==> src/sv/fyuv_pkg.sv <==
// Shared constants and types for the fp16 YUV to RGBA pixel converter.
// No dependencies; every other file in this block imports it.
`timescale 1ns / 1ps

package fyuv_pkg;

	localparam int HALF_W  = 16;
	localparam int WORD_W  = 32;
	localparam int BYTE_W  = 8;
	localparam int NUM_CH  = 3;

	// channel slots inside the per-channel arrays
	localparam int CH_Y  = 0;
	localparam int CH_CB = 1;
	localparam int CH_CR = 2;

	// register stages from input word to output word
	localparam int PIPE_DEPTH = 5;

	localparam logic [BYTE_W-1:0] ALPHA_BYTE    = 8'hFF;
	localparam logic [BYTE_W-1:0] CHROMA_OFFSET = 8'd128;

	// 16.16 BT.601 full-range coefficients, signed for the signed multiplies
	localparam int COEF_W = 18;
	localparam logic signed [COEF_W-1:0] COEF_CR_R = 18'sd91881;
	localparam logic signed [COEF_W-1:0] COEF_CB_G = 18'sd22554;
	localparam logic signed [COEF_W-1:0] COEF_CR_G = 18'sd46802;
	localparam logic signed [COEF_W-1:0] COEF_CB_B = 18'sd116130;

	// coefficient times chroma stays below 2^24 in magnitude
	localparam int PROD_W = 25;

	typedef enum logic [1:0] {
		HK_NORM,   // finite, 0 <= value < 1.0
		HK_ZERO,   // NaN or negative: byte 0
		HK_FULL    // 1.0 or more, +inf: byte 255
	} half_kind_t;

endpackage

==> src/sv/fyuv_if.sv <==
// Valid/ready channel interfaces for the YUV input word and the RGBA output word.
// Depends on fyuv_pkg for field widths.
`timescale 1ns / 1ps

interface fyuv_in_if
	import fyuv_pkg::*;
();
	logic              valid;
	logic              ready;
	logic [HALF_W-1:0] luma_half;
	logic [HALF_W-1:0] cb_half;
	logic [HALF_W-1:0] cr_half;

	modport source (output valid, output luma_half, output cb_half, output cr_half,
		input ready);
	modport sink (input valid, input luma_half, input cb_half, input cr_half,
		output ready);
endinterface

interface fyuv_out_if
	import fyuv_pkg::*;
();
	logic              valid;
	logic              ready;
	logic [WORD_W-1:0] rgba_word;

	modport source (output valid, output rgba_word, input ready);
	modport sink (input valid, input rgba_word, output ready);
endinterface

==> src/sv/fp16_yuv_to_rgba_pixel.sv <==
// fp16 YUV to RGBA pixel converter: five register stages; needs fyuv_pkg and fyuv_if.
// Throughput: one word per clock unless an output stall backs up to the input; every stage
// advances when it is empty or the stage after it advances, so an output stall backs up without loss.
// Reset (arst_n low, asynchronous) clears the stage valid bits and holds yuv.ready low.
`timescale 1ns / 1ps

module fp16_yuv_to_rgba_pixel
	import fyuv_pkg::*;
(
	input  logic         clk,
	input  logic         arst_n,
	fyuv_in_if.sink      yuv,
	fyuv_out_if.source   rgba
);

	// Stage map
	//   s1: decode half fields, significand * 255, exponent shift amount
	//   s2: align product and add one half (units of 2^-24)
	//   s3: binary32 round-to-nearest folded into a carry, clamp, chroma offset
	//   s4: coefficient multiplies
	//   s5: channel sums, floor shift, clamp, pack

	localparam int SIG_W   = 11;
	localparam int PRD_W   = SIG_W + BYTE_W;   // sig * 255
	localparam int SHF_W   = 4;                // shift <= 13
	localparam int SUM_W   = 32;               // value*255 + 0.5 below 2^32 units
	localparam int FRAC_W  = 24;
	localparam int SH_W    = PROD_W - 16;      // result of the >>> 16
	localparam int CHAN_W  = SH_W + 1;         // y +/- shifted term

	// ---------------- handshake ----------------
	logic valid_s1, valid_s2, valid_s3, valid_s4, valid_s5;
	logic adv1, adv2, adv3, adv4, adv5;

	assign adv5 = !valid_s5 || rgba.ready;
	assign adv4 = !valid_s4 || adv5;
	assign adv3 = !valid_s3 || adv4;
	assign adv2 = !valid_s2 || adv3;
	assign adv1 = !valid_s1 || adv2;

	// no word is taken while reset is held
	assign yuv.ready  = adv1 && arst_n;
	assign rgba.valid = valid_s5;

	always_ff @(posedge clk or negedge arst_n) begin
		if (!arst_n) begin
			valid_s1 <= 1'b0;
			valid_s2 <= 1'b0;
			valid_s3 <= 1'b0;
			valid_s4 <= 1'b0;
			valid_s5 <= 1'b0;
		end else begin
			if (adv1) valid_s1 <= yuv.valid;
			if (adv2) valid_s2 <= valid_s1;
			if (adv3) valid_s3 <= valid_s2;
			if (adv4) valid_s4 <= valid_s3;
			if (adv5) valid_s5 <= valid_s4;
		end
	end

	// ---------------- stage 1: half decode ----------------
	logic [HALF_W-1:0] half_in [NUM_CH];
	logic [PRD_W-1:0]  prod_c  [NUM_CH];
	logic [SHF_W-1:0]  shift_c [NUM_CH];
	half_kind_t        kind_c  [NUM_CH];

	assign half_in[CH_Y]  = yuv.luma_half;
	assign half_in[CH_CB] = yuv.cb_half;
	assign half_in[CH_CR] = yuv.cr_half;

	always_comb begin
		logic [4:0]       expf;
		logic [9:0]       mant;
		logic [SIG_W-1:0] sig;
		for (int c = 0; c < NUM_CH; c++) begin
			expf = half_in[c][14:10];
			mant = half_in[c][9:0];
			if ((expf == 5'h1F && mant != 10'd0) || half_in[c][15])
				kind_c[c] = HK_ZERO;
			else if (expf >= 5'd15)
				kind_c[c] = HK_FULL;
			else
				kind_c[c] = HK_NORM;
			// subnormals carry no hidden bit and the same scale as exponent 1
			sig        = (expf == 5'd0) ? {1'b0, mant} : {1'b1, mant};
			shift_c[c] = (expf == 5'd0) ? 4'd0 : SHF_W'(expf - 5'd1);
			// x*255 as x*256 - x
			prod_c[c]  = {sig, {BYTE_W{1'b0}}} - PRD_W'(sig);
		end
	end

	logic [PRD_W-1:0] prod_s1  [NUM_CH];
	logic [SHF_W-1:0] shift_s1 [NUM_CH];
	half_kind_t       kind_s1  [NUM_CH];

	always_ff @(posedge clk) begin
		if (adv1) begin
			prod_s1  <= prod_c;
			shift_s1 <= shift_c;
			kind_s1  <= kind_c;
		end
	end

	// ---------------- stage 2: align and add one half ----------------
	logic [SUM_W-1:0] sum_c [NUM_CH];

	always_comb begin
		for (int c = 0; c < NUM_CH; c++)
			sum_c[c] = (SUM_W'(prod_s1[c]) << shift_s1[c]) + (SUM_W'(1) << (FRAC_W - 1));
	end

	logic [SUM_W-1:0] sum_s2  [NUM_CH];
	half_kind_t       kind_s2 [NUM_CH];

	always_ff @(posedge clk) begin
		if (adv2) begin
			sum_s2  <= sum_c;
			kind_s2 <= kind_s1;
		end
	end

	// ---------------- stage 3: round, clamp, chroma offset ----------------
	// Rounding the sum to 24 significant bits only changes the integer part
	// when it carries into bit 24: the leading one sits at bit p >= 24 and
	// bits 23 down to p-24 are all set (the round bit and everything above).
	logic [BYTE_W-1:0] byte_c [NUM_CH];

	always_comb begin
		logic           carry;
		logic [BYTE_W:0] rounded;
		for (int c = 0; c < NUM_CH; c++) begin
			carry = 1'b0;
			for (int p = FRAC_W; p < SUM_W; p++) begin
				if (sum_s2[c][p])
					carry = ((sum_s2[c][FRAC_W-1:0]
						| FRAC_W'((25'd1 << (p - FRAC_W)) - 25'd1)) == {FRAC_W{1'b1}});
			end
			rounded = {1'b0, sum_s2[c][SUM_W-1:FRAC_W]} + (BYTE_W+1)'(carry);
			case (kind_s2[c])
				HK_ZERO: byte_c[c] = '0;
				HK_FULL: byte_c[c] = '1;
				default: byte_c[c] = rounded[BYTE_W] ? '1 : rounded[BYTE_W-1:0];
			endcase
		end
	end

	logic        [BYTE_W-1:0] y_s3;
	logic signed [BYTE_W-1:0] u_s3, v_s3;

	always_ff @(posedge clk) begin
		if (adv3) begin
			y_s3 <= byte_c[CH_Y];
			// byte - 128 always fits in a signed byte
			u_s3 <= $signed(byte_c[CH_CB] - CHROMA_OFFSET);
			v_s3 <= $signed(byte_c[CH_CR] - CHROMA_OFFSET);
		end
	end

	// ---------------- stage 4: coefficient multiplies ----------------
	logic signed [COEF_W+BYTE_W-1:0] pr_c, pgu_c, pgv_c, pb_c;

	assign pr_c  = COEF_CR_R * v_s3;
	assign pgu_c = COEF_CB_G * u_s3;
	assign pgv_c = COEF_CR_G * v_s3;
	assign pb_c  = COEF_CB_B * u_s3;

	logic        [BYTE_W-1:0] y_s4;
	logic signed [PROD_W-1:0] pr_s4, pgu_s4, pgv_s4, pb_s4;

	always_ff @(posedge clk) begin
		if (adv4) begin
			y_s4   <= y_s3;
			pr_s4  <= $signed(pr_c[PROD_W-1:0]);
			pgu_s4 <= $signed(pgu_c[PROD_W-1:0]);
			pgv_s4 <= $signed(pgv_c[PROD_W-1:0]);
			pb_s4  <= $signed(pb_c[PROD_W-1:0]);
		end
	end

	// ---------------- stage 5: sums, floor shift, clamp, pack ----------------
	function automatic logic [BYTE_W-1:0] clamp_byte(input logic signed [CHAN_W-1:0] x);
		if (x < 0)
			return '0;
		else if (x > CHAN_W'(255))
			return '1;
		else
			return x[BYTE_W-1:0];
	endfunction

	logic signed [PROD_W-1:0] pg_sum;
	logic signed [SH_W-1:0]   sh_r, sh_g, sh_b;
	logic signed [CHAN_W-1:0] y_ext, r_c, g_c, b_c;

	assign pg_sum = pgu_s4 + pgv_s4;
	// top bits of a two's complement word: floor division by 2^16
	assign sh_r   = $signed(pr_s4[PROD_W-1:16]);
	assign sh_g   = $signed(pg_sum[PROD_W-1:16]);
	assign sh_b   = $signed(pb_s4[PROD_W-1:16]);
	assign y_ext  = $signed({{(CHAN_W-BYTE_W){1'b0}}, y_s4});
	assign r_c    = y_ext + CHAN_W'(sh_r);
	assign g_c    = y_ext - CHAN_W'(sh_g);
	assign b_c    = y_ext + CHAN_W'(sh_b);

	logic [WORD_W-1:0] word_s5;

	always_ff @(posedge clk) begin
		if (adv5)
			word_s5 <= {ALPHA_BYTE, clamp_byte(b_c), clamp_byte(g_c), clamp_byte(r_c)};
	end

	assign rgba.rgba_word = word_s5;

endmodule

==> src/flat_wrapper.sv <==
// flat-port wrapper written by rule: the top's interface ports become plain ports
module fp16_yuv_to_rgba_pixel_flat import fyuv_pkg::*;
  (clk, arst_n, yuv_valid, yuv_luma_half, yuv_cb_half, yuv_cr_half, yuv_ready, rgba_valid, rgba_rgba_word, rgba_ready);
  fyuv_in_if yuv_i ();
  fyuv_out_if rgba_i ();
  input  logic clk;
  input  logic arst_n;
  input wire logic [$bits(yuv_i.valid)-1:0] yuv_valid;
  input wire logic [$bits(yuv_i.luma_half)-1:0] yuv_luma_half;
  input wire logic [$bits(yuv_i.cb_half)-1:0] yuv_cb_half;
  input wire logic [$bits(yuv_i.cr_half)-1:0] yuv_cr_half;
  output wire logic [$bits(yuv_i.ready)-1:0] yuv_ready;
  output wire logic [$bits(rgba_i.valid)-1:0] rgba_valid;
  output wire logic [$bits(rgba_i.rgba_word)-1:0] rgba_rgba_word;
  input wire logic [$bits(rgba_i.ready)-1:0] rgba_ready;
  assign yuv_i.valid = yuv_valid;
  assign yuv_i.luma_half = yuv_luma_half;
  assign yuv_i.cb_half = yuv_cb_half;
  assign yuv_i.cr_half = yuv_cr_half;
  assign yuv_ready = yuv_i.ready;
  assign rgba_valid = rgba_i.valid;
  assign rgba_rgba_word = rgba_i.rgba_word;
  assign rgba_i.ready = rgba_ready;
  fp16_yuv_to_rgba_pixel u_core (.clk(clk), .arst_n(arst_n), .yuv(yuv_i), .rgba(rgba_i));
endmodule
==> config.mk <==
export PLATFORM = sky130hd
export DESIGN_NAME = fp16_yuv_to_rgba_pixel_flat
export DESIGN_NICKNAME = d
export VERILOG_FILES = /design/src/sv/fyuv_pkg.sv /design/src/sv/fyuv_if.sv /design/src/sv/fp16_yuv_to_rgba_pixel.sv /design/src/flat_wrapper.sv
export SDC_FILE = /design/constraint.sdc
export NUM_CORES = 1
export LEC_CHECK = 0
export BUFFER_PORTS_ARGS = -buffer_cell sky130_fd_sc_hd__buf_2
export CORE_UTILIZATION = 60
export DETAILED_ROUTE_END_ITERATION = 16
export PLACE_DENSITY = 0.78
export SKIP_LAST_GASP = 1
export SLEW_MARGIN = 40
export SYNTH_ARGS = -nofsm -noshare
export SYNTH_HDL_FRONTEND = slang
export SYNTH_SLANG_ARGS = --single-unit
export TNS_END_PERCENT = 1
==> constraint.sdc <==
create_clock -name clk -period 6.2 [get_ports clk]
set_input_delay 1.24 -clock clk [delete_from_list [all_inputs] [get_ports clk]]
set_output_delay 1.24 -clock clk [all_outputs]
set_load 0.05 [all_outputs]
== Word level (Yosys, flattened, before mapping) ==
Index checks and enable logic that the tools add are counted.

* Register bits after elaboration: 335
* Logic and storage cells: 160
* Input bits: 52
* Output and inout bits: 34

* Reductions and logical operators: 23
* Magnitude comparators: 9
* Shift-type cells: 3
* Multipliers: 4
* $add $sub $neg: 18
* Muxes and demuxes: 39
* Equal/unequal tests: 33

{| class="wikitable"
|+ Operator list
! cell !! count
|-
| $add 32x24->32 const B || 3
|-
| $shl 19x4->32 || 3
|-
| $eq 24x24->1 const B || 3
|-
| $eq 23x23->1 const B || 3
|-
| $eq 22x22->1 const B || 3
|-
| $eq 21x21->1 const B || 3
|-
| $eq 20x20->1 const B || 3
|-
| $eq 19x19->1 const B || 3
|-
| $sub 19x11->19 || 3
|-
| $eq 18x18->1 const B || 3
|-
| $eq 17x17->1 const B || 3
|-
| $mux 8 || 6
|-
| $pmux 8 s2 || 3
|-
| $mux 11 || 3
|-
| $gt 10x9->1 const B || 3
|-
| $lt 10x1->1 const B || 3
|-
| $reduce_bool 10->1 || 3
|-
| $add 8x1->9 || 3
|-
| $add 25x25->25 || 1
|-
| $mul 18x8->25 const A || 1
|-
| $mul 16x8->24 const A || 1
|-
| $mul 17x8->24 const A || 1
|-
| $mux 1 || 24
|-
| $mul 15x8->23 const A || 1
|-
| 13 further kinds || 43
|}

== Longest topological paths before layout ==
Gate-level depths: netlist of the first run.

* Word-level depth: 13
* Depth in mapped cells: 17
* Mapped depth without buffers: 16

== Worst setup path after synthesis of the first run ==
No wires, ideal clock.

* Kind: input port to output port
* From: input port rgba_ready
* To: output port yuv_ready
* Buffers on the path: 0
* Slack: 0.104 ns
* Required time: 4.960 ns
* Cell stages on the path: 4
* Arrival: 4.856 ns
* Path through: nor2b_1 > and2_1 > nand4_1 > and2_1

* Cells in the longest elaborated chain, start to end: 6

{| class="wikitable"
|+ RTL lines
! item !! RTL line !! RTL
|-
| start, declared || flat_wrapper.sv:15 || <nowiki>input wire logic [$bits(rgba_i.ready)-1:0] rgba_ready;</nowiki>
|-
| $logic_or 1x1->1 || fp16_yuv_to_rgba_pixel.sv:35 || <nowiki>assign adv5 = !valid_s5 || rgba.ready;</nowiki>
|-
| $logic_or 1x1->1 || fp16_yuv_to_rgba_pixel.sv:36 || <nowiki>assign adv4 = !valid_s4 || adv5;</nowiki>
|-
| $logic_or 1x1->1 || fp16_yuv_to_rgba_pixel.sv:37 || <nowiki>assign adv3 = !valid_s3 || adv4;</nowiki>
|-
| $logic_or 1x1->1 || fp16_yuv_to_rgba_pixel.sv:38 || <nowiki>assign adv2 = !valid_s2 || adv3;</nowiki>
|-
| $logic_or 1x1->1 || fp16_yuv_to_rgba_pixel.sv:39 || <nowiki>assign adv1 = !valid_s1 || adv2;</nowiki>
|-
| $logic_and 1x1->1 || fp16_yuv_to_rgba_pixel.sv:42 || <nowiki>assign yuv.ready = adv1 && arst_n;</nowiki>
|-
| end, declared || flat_wrapper.sv:12 || <nowiki>output wire logic [$bits(yuv_i.ready)-1:0] yuv_ready;</nowiki>
|}

Every way passes these cells.

== Final worst setup path of the first run ==
* From: register u_core.v_s3[5]
* To: register u_core.pgv_s4[22], data pin

* Cells in the longest elaborated chain, start to end: 1

{| class="wikitable"
|+ RTL lines
! item !! RTL line !! RTL
|-
| start, declared || fp16_yuv_to_rgba_pixel.sv:148 || <nowiki>logic signed [BYTE_W-1:0] u_s3, v_s3;</nowiki>
|-
| start signal, assigned || fp16_yuv_to_rgba_pixel.sv:155 || <nowiki>v_s3 <= $signed(byte_c[CH_CR] - CHROMA_OFFSET);</nowiki>
|-
| $mul 16x8->24 || fp16_yuv_to_rgba_pixel.sv:164 || <nowiki>assign pgv_c = COEF_CR_G * v_s3;</nowiki>
|-
| via u_core.pgv_c[22] || fp16_yuv_to_rgba_pixel.sv:160 || <nowiki>logic signed [COEF_W+BYTE_W-1:0] pr_c, pgu_c, pgv_c, pb_c;</nowiki>
|-
| end signal, assigned || fp16_yuv_to_rgba_pixel.sv:175 || <nowiki>pgv_s4 <= $signed(pgv_c[PROD_W-1:0]);</nowiki>
|-
| end, declared || fp16_yuv_to_rgba_pixel.sv:168 || <nowiki>logic signed [PROD_W-1:0] pr_s4, pgu_s4, pgv_s4, pb_s4;</nowiki>
|}

The timed path passes the listed nets, and every way through them passes these cells.
A chain may end at the register's enable or synchronous reset.

==> flow_metrics.py, run 1 <==
metrics = {
    "clock_tree": {
        "clkSinkCount": 303,
        "max-clock-path-buffers": 3,
        "path_clk_slew_ns": 0.06,
        "clock_latency_ns": 0.58,
        "cts_setup_buffers": 0,
        "cts_buffers": 31,
        "root_buffer": "clkbuf_16",
        "cts_tree": "done",
        "ctsHoldBuffers": 0,
        "cts_resized": 0,
        "cts_max_level": 1,
    },
    "worst_setup_path": {
        "crit_type": "flop to flop",
        "crit_slowest_cell": "fa_1",
        "cp_common_cell": "fa_1",
        "cp.required_ns": 6.51,
        "path_delay_family": "adder cells",
        "worstPathArrival_ns": 5.25,
        "crit_cells": 12,
        "cp_max_fo": 10,
        "worstPathCellList": "fa_1 > ha_1 > fa_1 > fa_1 > ha_1 > a21o_1 > a2111o_1 > nor2b_1 > a211o_1 > a21oi_1 > o21ai_1 > o31a_1",
        "path_buf_inv": 0,
        "endpoint_kind": "flop",
        "crit_end": "u_core.pgv_s4[22]",
        "startpoint_type": "flop",
        "slowest_delay_ns": 0.74,
        "timing.rr.end": "u_core.pgv_s4[22]",
        "reg2reg_depth": 12,
        "rrSetupSlack_ns": 1.26,
        "rr_startpoint": "u_core.v_s3[5]",
        "crit_start": "u_core.v_s3[5]",
    },
    "logic_synthesis": {
        "yosys-top-cells-area": "edfxtp_1 38%, ha_1 14%, fa_1 8.1%, xnor2_1 3.6%, inv_1 3.6%",
        "synthCells": 2146,
        "ys_warn_count": 0,
        "synth-async-reset-ratio": 0.0165,
        "ys_seq_area_frac": 0.381,
        "synth_edf_count": 298,
        "synth_seq_cells": 303,
        "synth_area_um2": 23800,
        "synth_top_area_frac": 0.375,
        "synth_area_per_cell_um2": 11.1,
        "yosys_most_used_dff": "edfxtp_1",
        "post_synth_num_cell_types": 93,
        "synth.largest_area_cell": "edfxtp_1",
    },
    "floorplanning": {
        "die_h_um": 201,
        "start_util": 0.613,
        "ios": 86,
        "die-area_um2": 40500,
        "core_um2": 38900,
        "die_w_um": 201,
        "fp-row-count": 72,
    },
    "final_layout": {
        "final_common_cell": "edfxtp_1",
        "fin_util": 0.665,
        "multi_input_area_um2": 13600,
        "final_cell_mix": "298 x edfxtp_1, 267 x ha_1, 225 x inv_1",
        "area_delta_synth_final_pct": 8.45,
        "antenna_cells": 0,
        "final_area_um2": 25900,
        "nFillCells": 2950,
        "drive_above_1_share": 0.106,
        "regArea_um2": 9070,
        "layout.nets": 2633,
    },
    "route": {
        "drt_iter0_markers": 787,
        "via_per_inst": 5.83,
        "ant_nets": 0,
        "wirelength_um": 45600,
        "dr.pass1.iters": 7,
        "drc": 0,
        "num_vias": 16100,
        "wl_per_cell_um": 16.5,
    },
    "global_routing": {
        "gr-total-overflow": 0,
        "grt_max_degree": 80,
        "grt_pass1_wl_um": 76700,
        "antenna_found_initial": 1,
        "grt_pass1_vias": 16400,
        "grt_util_all_layers": 0.229,
    },
    "sta": {
        "setup_viol": 0,
        "relSlewSlack": 0.514,
        "finalCritPeriodShare": 0.798,
        "final_hold_viol_count": 0,
        "min_period_ns": 4.94,
        "rsz0062_at_grt": "no",
        "setup_tns_ns": 0,
        "fmax_mhz": 202,
        "clock_skew_ns": 0.0218,
        "finalMaxSlewViolations": 0,
        "layout_setup_ws_ns": 1.26,
        "worst_pin_slew_ns": 0.729,
    },
    "placed_design": {
        "io_buffers": 77,
        "dp_hpwl_um": 36200,
        "dp_slack_ns": 1.30,
        "gp_congestion": 0.907,
        "dpl_cell_area_um2": 24700,
    },
    "run": {
        "max-cap-violations": 0,
    },
    "run_status": {
        "status": "finished clean",
    },
    "worst_hold_path": {
        "hold_class": "flop to flop",
    },
}
## area by class of cell
class	instances	share of cell area
well taps	518	0.0251
clock inverters	23	0.0131
flip-flops and latches	303	0.351
repair buffers	92	0.0203
inverters	230	0.0335
multi-input cells	1559	0.527
clock buffers	34	0.0304
## per-stage QoR
stage | hold WS, ns | std cells
floorplan | 0.400 | 2153
global placement | 0.405 | 2697
detailed placement | 0.405 | 2700
CTS | 0.414 | 2757
global route | 0.415 | 2759
finish | 0.413 | 2759
## worst reg2reg max path, cell delays in order, from the launching register on
cell	delay (ns)
edfxtp_1	0.63
fa_1	0.74
ha_1	0.30
fa_1	0.57
fa_1	0.43
ha_1	0.37
a21o_1	0.20
a2111o_1	0.44
nor2b_1	0.16
a211o_1	0.28
a21oi_1	0.23
o21ai_1	0.11
o31a_1	0.24
## flip-flops by register name, summed over array words and instances (netlist names)
name and count:
u_core.pr_s4 16, u_core.y_s4 8, u_core.pb_s4 9, u_core.kind_s2 6
u_core.valid_s3 1, u_core.shift_s1 12, u_core.valid_s2 1, u_core.sum_s2 96
u_core.v_s3 8, u_core.pgu_s4 23, u_core.valid_s4 1, u_core.rgba.rgba_word 24
u_core.pgv_s4 17, u_core.kind_s1 6, u_core.y_s3 8, u_core.u_s3 8
u_core.valid_s1 1, u_core.rgba.valid 1, u_core.prod_s1 57
## worst min-delay path by stage
| stage | depth (start not counted) | slack, ns | from | end |
|---|---|---|---|---|
| after global routing | 0 | 0.42 | u_core.kind_s1[4] | u_core.kind_s2[4] |
| after floorplan | 0 | 0.40 | u_core.kind_s1[0] | u_core.kind_s2[0] |
| after detailed placement | 0 | 0.41 | u_core.kind_s1[4] | u_core.kind_s2[4] |
| after global placement | 0 | 0.41 | u_core.y_s3[3] | u_core.y_s4[3] |
| after CTS | 0 | 0.41 | u_core.kind_s1[4] | u_core.kind_s2[4] |
| final | 0 | 0.41 | u_core.kind_s1[4] | u_core.kind_s2[4] |
## cell usage after synthesis (6+ instances only)
cell      count
a211oi_1     18
buf_6         7
a21o_1       48
o22ai_1      10
nor2_1      149
o21a_1       36
mux2_2       18
fa_1         97
xnor2_1      99
nor3_1       50
o21ai_0      47
xor2_1       53
nand4_1      24
a211o_1       6
a31oi_1      20
buf_2         8
o21bai_1     14
o211ai_1     12
inv_1       227
ha_1        267
mux4_2       30
a21oi_1     128
nand2_1     106
nor4_1       13
and3_1       16
nand2b_1     16
mux4_1        7
o31ai_1       7
nor2b_1      29
nand3_1      51
buf_4        10
and2_1       12
edfxtp_1    298
clkbuf_1     30
mux2i_1      57
## per-layer routing
layer	track usage	vias up	wire length (um)
met5	0	-	0
met4	0.0828	0	1510
met3	0.0228	96	1650
met2	0.413	371	22900
met1	0.284	7699	19500
li1	-	7916	-
## kinds of logic after synthesis
logic type	count (synthesis)	share of synthesized area
compound gates	409	0.114
xor+xnor	153	0.0570
fa+ha+maj	364	0.222
buf+inv	291	0.0507
flops	303	0.381
mux	114	0.0697
other cells	1	0.000157
simple gates	511	0.106
Power of run 1 is not shown: default switching activity piles up to over one toggle a cycle in this logic, so the estimate is an artifact.
==> run 2, diff against run 1 <==
--- a/config.mk
+++ b/config.mk
@@ -6,7 +6,7 @@
 export NUM_CORES = 1
 export LEC_CHECK = 0
 export BUFFER_PORTS_ARGS = -buffer_cell sky130_fd_sc_hd__buf_2
-export CORE_UTILIZATION = 60
+export CORE_UTILIZATION = 58
 export DETAILED_ROUTE_END_ITERATION = 16
 export PLACE_DENSITY = 0.78
 export SKIP_LAST_GASP = 1
==> constraint.sdc (replaced) <==
create_clock -name clk -period 4.25 [get_ports clk]
set_input_delay 0.85 -clock clk [delete_from_list [all_inputs] [get_ports clk]]
set_output_delay 0.85 -clock clk [all_outputs]
set_load 0.05 [all_outputs]
==> run 2 against run 1 <==
- the run now ends with setup timing left
- global-route usage increased by 0.86 points
- die area increased by 3.4%
- first-iteration DRC count increased by 30%
- hold slack got worse by 0.31 ns
- count of clock-buffer cells in the layout unchanged
- largest cell class unchanged
- highest routed layer unchanged
==> flow_metrics.py, run 2 (synthesis results as in run 1) <==
metrics = {
    "final_layout": {
        "area_delta_synth_final_pct": 12.4,
        "layout.nets": 2745,
        "final_area_um2": 26800,
        "drive_above_1_share": 0.159,
        "regArea_um2": 9070,
        "final_common_cell": "edfxtp_1",
        "regMostFlops": "u_core.sum_s2",
        "antenna_cells": 0,
        "fin_util": 0.668,
        "final_cell_mix": "298 x edfxtp_1, 262 x ha_1, 222 x inv_1",
        "largest_register_ffs": 96,
        "multi_input_area_um2": 13800,
        "nFillCells": 2945,
    },
    "global_routing": {
        "grt_pass1_wl_um": 79600,
        "gr-total-overflow": 0,
        "grt_max_degree": 82,
        "grt_util_all_layers": 0.237,
        "antenna_found_initial": 0,
        "grt_pass1_vias": 16700,
    },
    "sta": {
        "worst_pin_slew_ns": 0.687,
        "final_hold_viol_count": 0,
        "finalCritPeriodShare": 1.02,
        "min_period_ns": 4.31,
        "layout_setup_ws_ns": -0.0649,
        "finalMaxSlewViolations": 0,
        "rsz0062_at_grt": "yes",
        "setup_viol": 15,
        "relSlewSlack": 0.542,
        "clock_skew_ns": 0.0178,
        "fmax_mhz": 232,
    },
    "run": {
        "max-cap-violations": 0,
    },
    "worst_setup_path": {
        "cp_common_cell": "fa_1",
        "cp_max_fo": 3,
        "crit_type": "flop to flop",
        "worstPathCellList": "fa_2 > inv_2 > fa_1 > inv_1 > fa_1 > fa_1 > ha_1 > a2111o_1 > nor2b_2 > a211o_1 > a21oi_2 > o21ai_1 > o31a_1",
        "cp.required_ns": 4.55,
        "worstPathArrival_ns": 4.61,
        "crit_slowest_cell": "fa_1",
        "slowest_delay_ns": 0.48,
        "startpoint_type": "flop",
        "endpoint_kind": "flop",
    },
    "placed_design": {
        "dpl_cell_area_um2": 25400,
        "gp_congestion": 0.967,
        "dp_hpwl_um": 37800,
        "io_buffers": 77,
        "dp_slack_ns": -0.230,
    },
    "clock_tree": {
        "clkSinkCount": 303,
        "clock_latency_ns": 0.56,
        "root_buffer": "clkbuf_16",
        "cts_tree": "done",
        "cts_max_level": 2,
        "path_clk_slew_ns": 0.06,
        "ctsHoldBuffers": 0,
        "cts_buffers": 34,
        "max-clock-path-buffers": 3,
    },
    "route": {
        "num_vias": 16600,
        "dr.pass1.iters": 5,
        "via_per_inst": 5.77,
        "wirelength_um": 47900,
        "wl_per_cell_um": 16.7,
        "ant_nets": 0,
        "drc": 0,
        "drt_iter0_markers": 1023,
    },
    "run_status": {
        "violations": "setup timing",
        "status": "finished, violations left",
    },
    "worst_hold_path": {
        "hold_class": "input port to async pin",
    },
    "floorplanning": {
        "fp-row-count": 73,
        "die-area_um2": 41900,
        "core_um2": 40100,
        "die_h_um": 205,
        "die_w_um": 205,
        "ios": 86,
        "start_util": 0.595,
    },
}
-- run 2: cell count changes in the layout (fill, tap and decap cells not counted), sizes merged --
| cell | change |
|---|---|
| clkinv | +12 |
| clkinvlp | -3 |
| buf | +109 |
| bufinv | -5 |
| inv | -2 |
-- run 2: area by class of cell --
class                      instances  area share
inverter                         230      0.0323
clock inverter                    25     0.00836
tap                              525      0.0245
clock buffer                      34      0.0317
sequential                       303       0.339
multi-input combinational       1559       0.513
timing repair buffer             201      0.0513
-- run 2: metal layers --
layer,part of all wire,GRT usage,up-vias
met3,0.038,0.0285,94
li1,-,-,8126
met1,0.43,0.298,7980
met2,0.49,0.413,391
met4,0.034,0.101,0
met5,0,0,-
-- run 2: through the flow --
| stage | TNS [ns] | hold WS, ns | cells |
|---|---|---|---|
| after global placement | -0.630 | 0.406 | 2800 |
| after floorplan | -40.36 | 0.400 | 2153 |
| after global routing | -6.07 | 0.0948 | 2877 |
| after CTS | -0.114 | 0.0832 | 2873 |
| after detailed placement | -2.05 | 0.405 | 2800 |
| final | -0.457 | 0.105 | 2877 |
-- run 2: worst paths after layout --
| kind | startpoint | end | slack (ns) | cells after the start |
|---|---|---|---|---|
| worst max register to register | u_core.v_s3[5] | u_core.pgv_s4[22] | -0.06 | 13 |
| max in group asynchronous | arst_n | u_core.valid_s3 | 4.01 | 1 |
| worst min-delay path | arst_n | u_core.valid_s1 | 0.11 | 1 |
| worst min register to register | u_core.y_s3[1] | u_core.y_s4[1] | 0.42 | 0 |
| worst max-delay path | u_core.v_s3[5] | u_core.pgv_s4[22] | -0.06 | 13 |
| min in group clk | u_core.y_s3[1] | u_core.y_s4[1] | 0.42 | 0 |
-- run 2: timing repair --
item                                    in CTS  in global routing
pin swaps                                   31                  4
setup buffers                               14                  1
endpoints found under the setup margin      26                 37
endpoints found under the hold margin        0                  0
cloned                                       0                  0
resized for setup                           29                  6
-- run 2: critical path, delay by kind of cell, from the launching register on --
family          cells  cell delay [ns]
fa+ha+maj           5             2.13
buf+inv             2             0.18
flops               1             0.43
simple gates        1             0.17
compound gates      5             1.15
Power of run 2 is left out for the same reason.
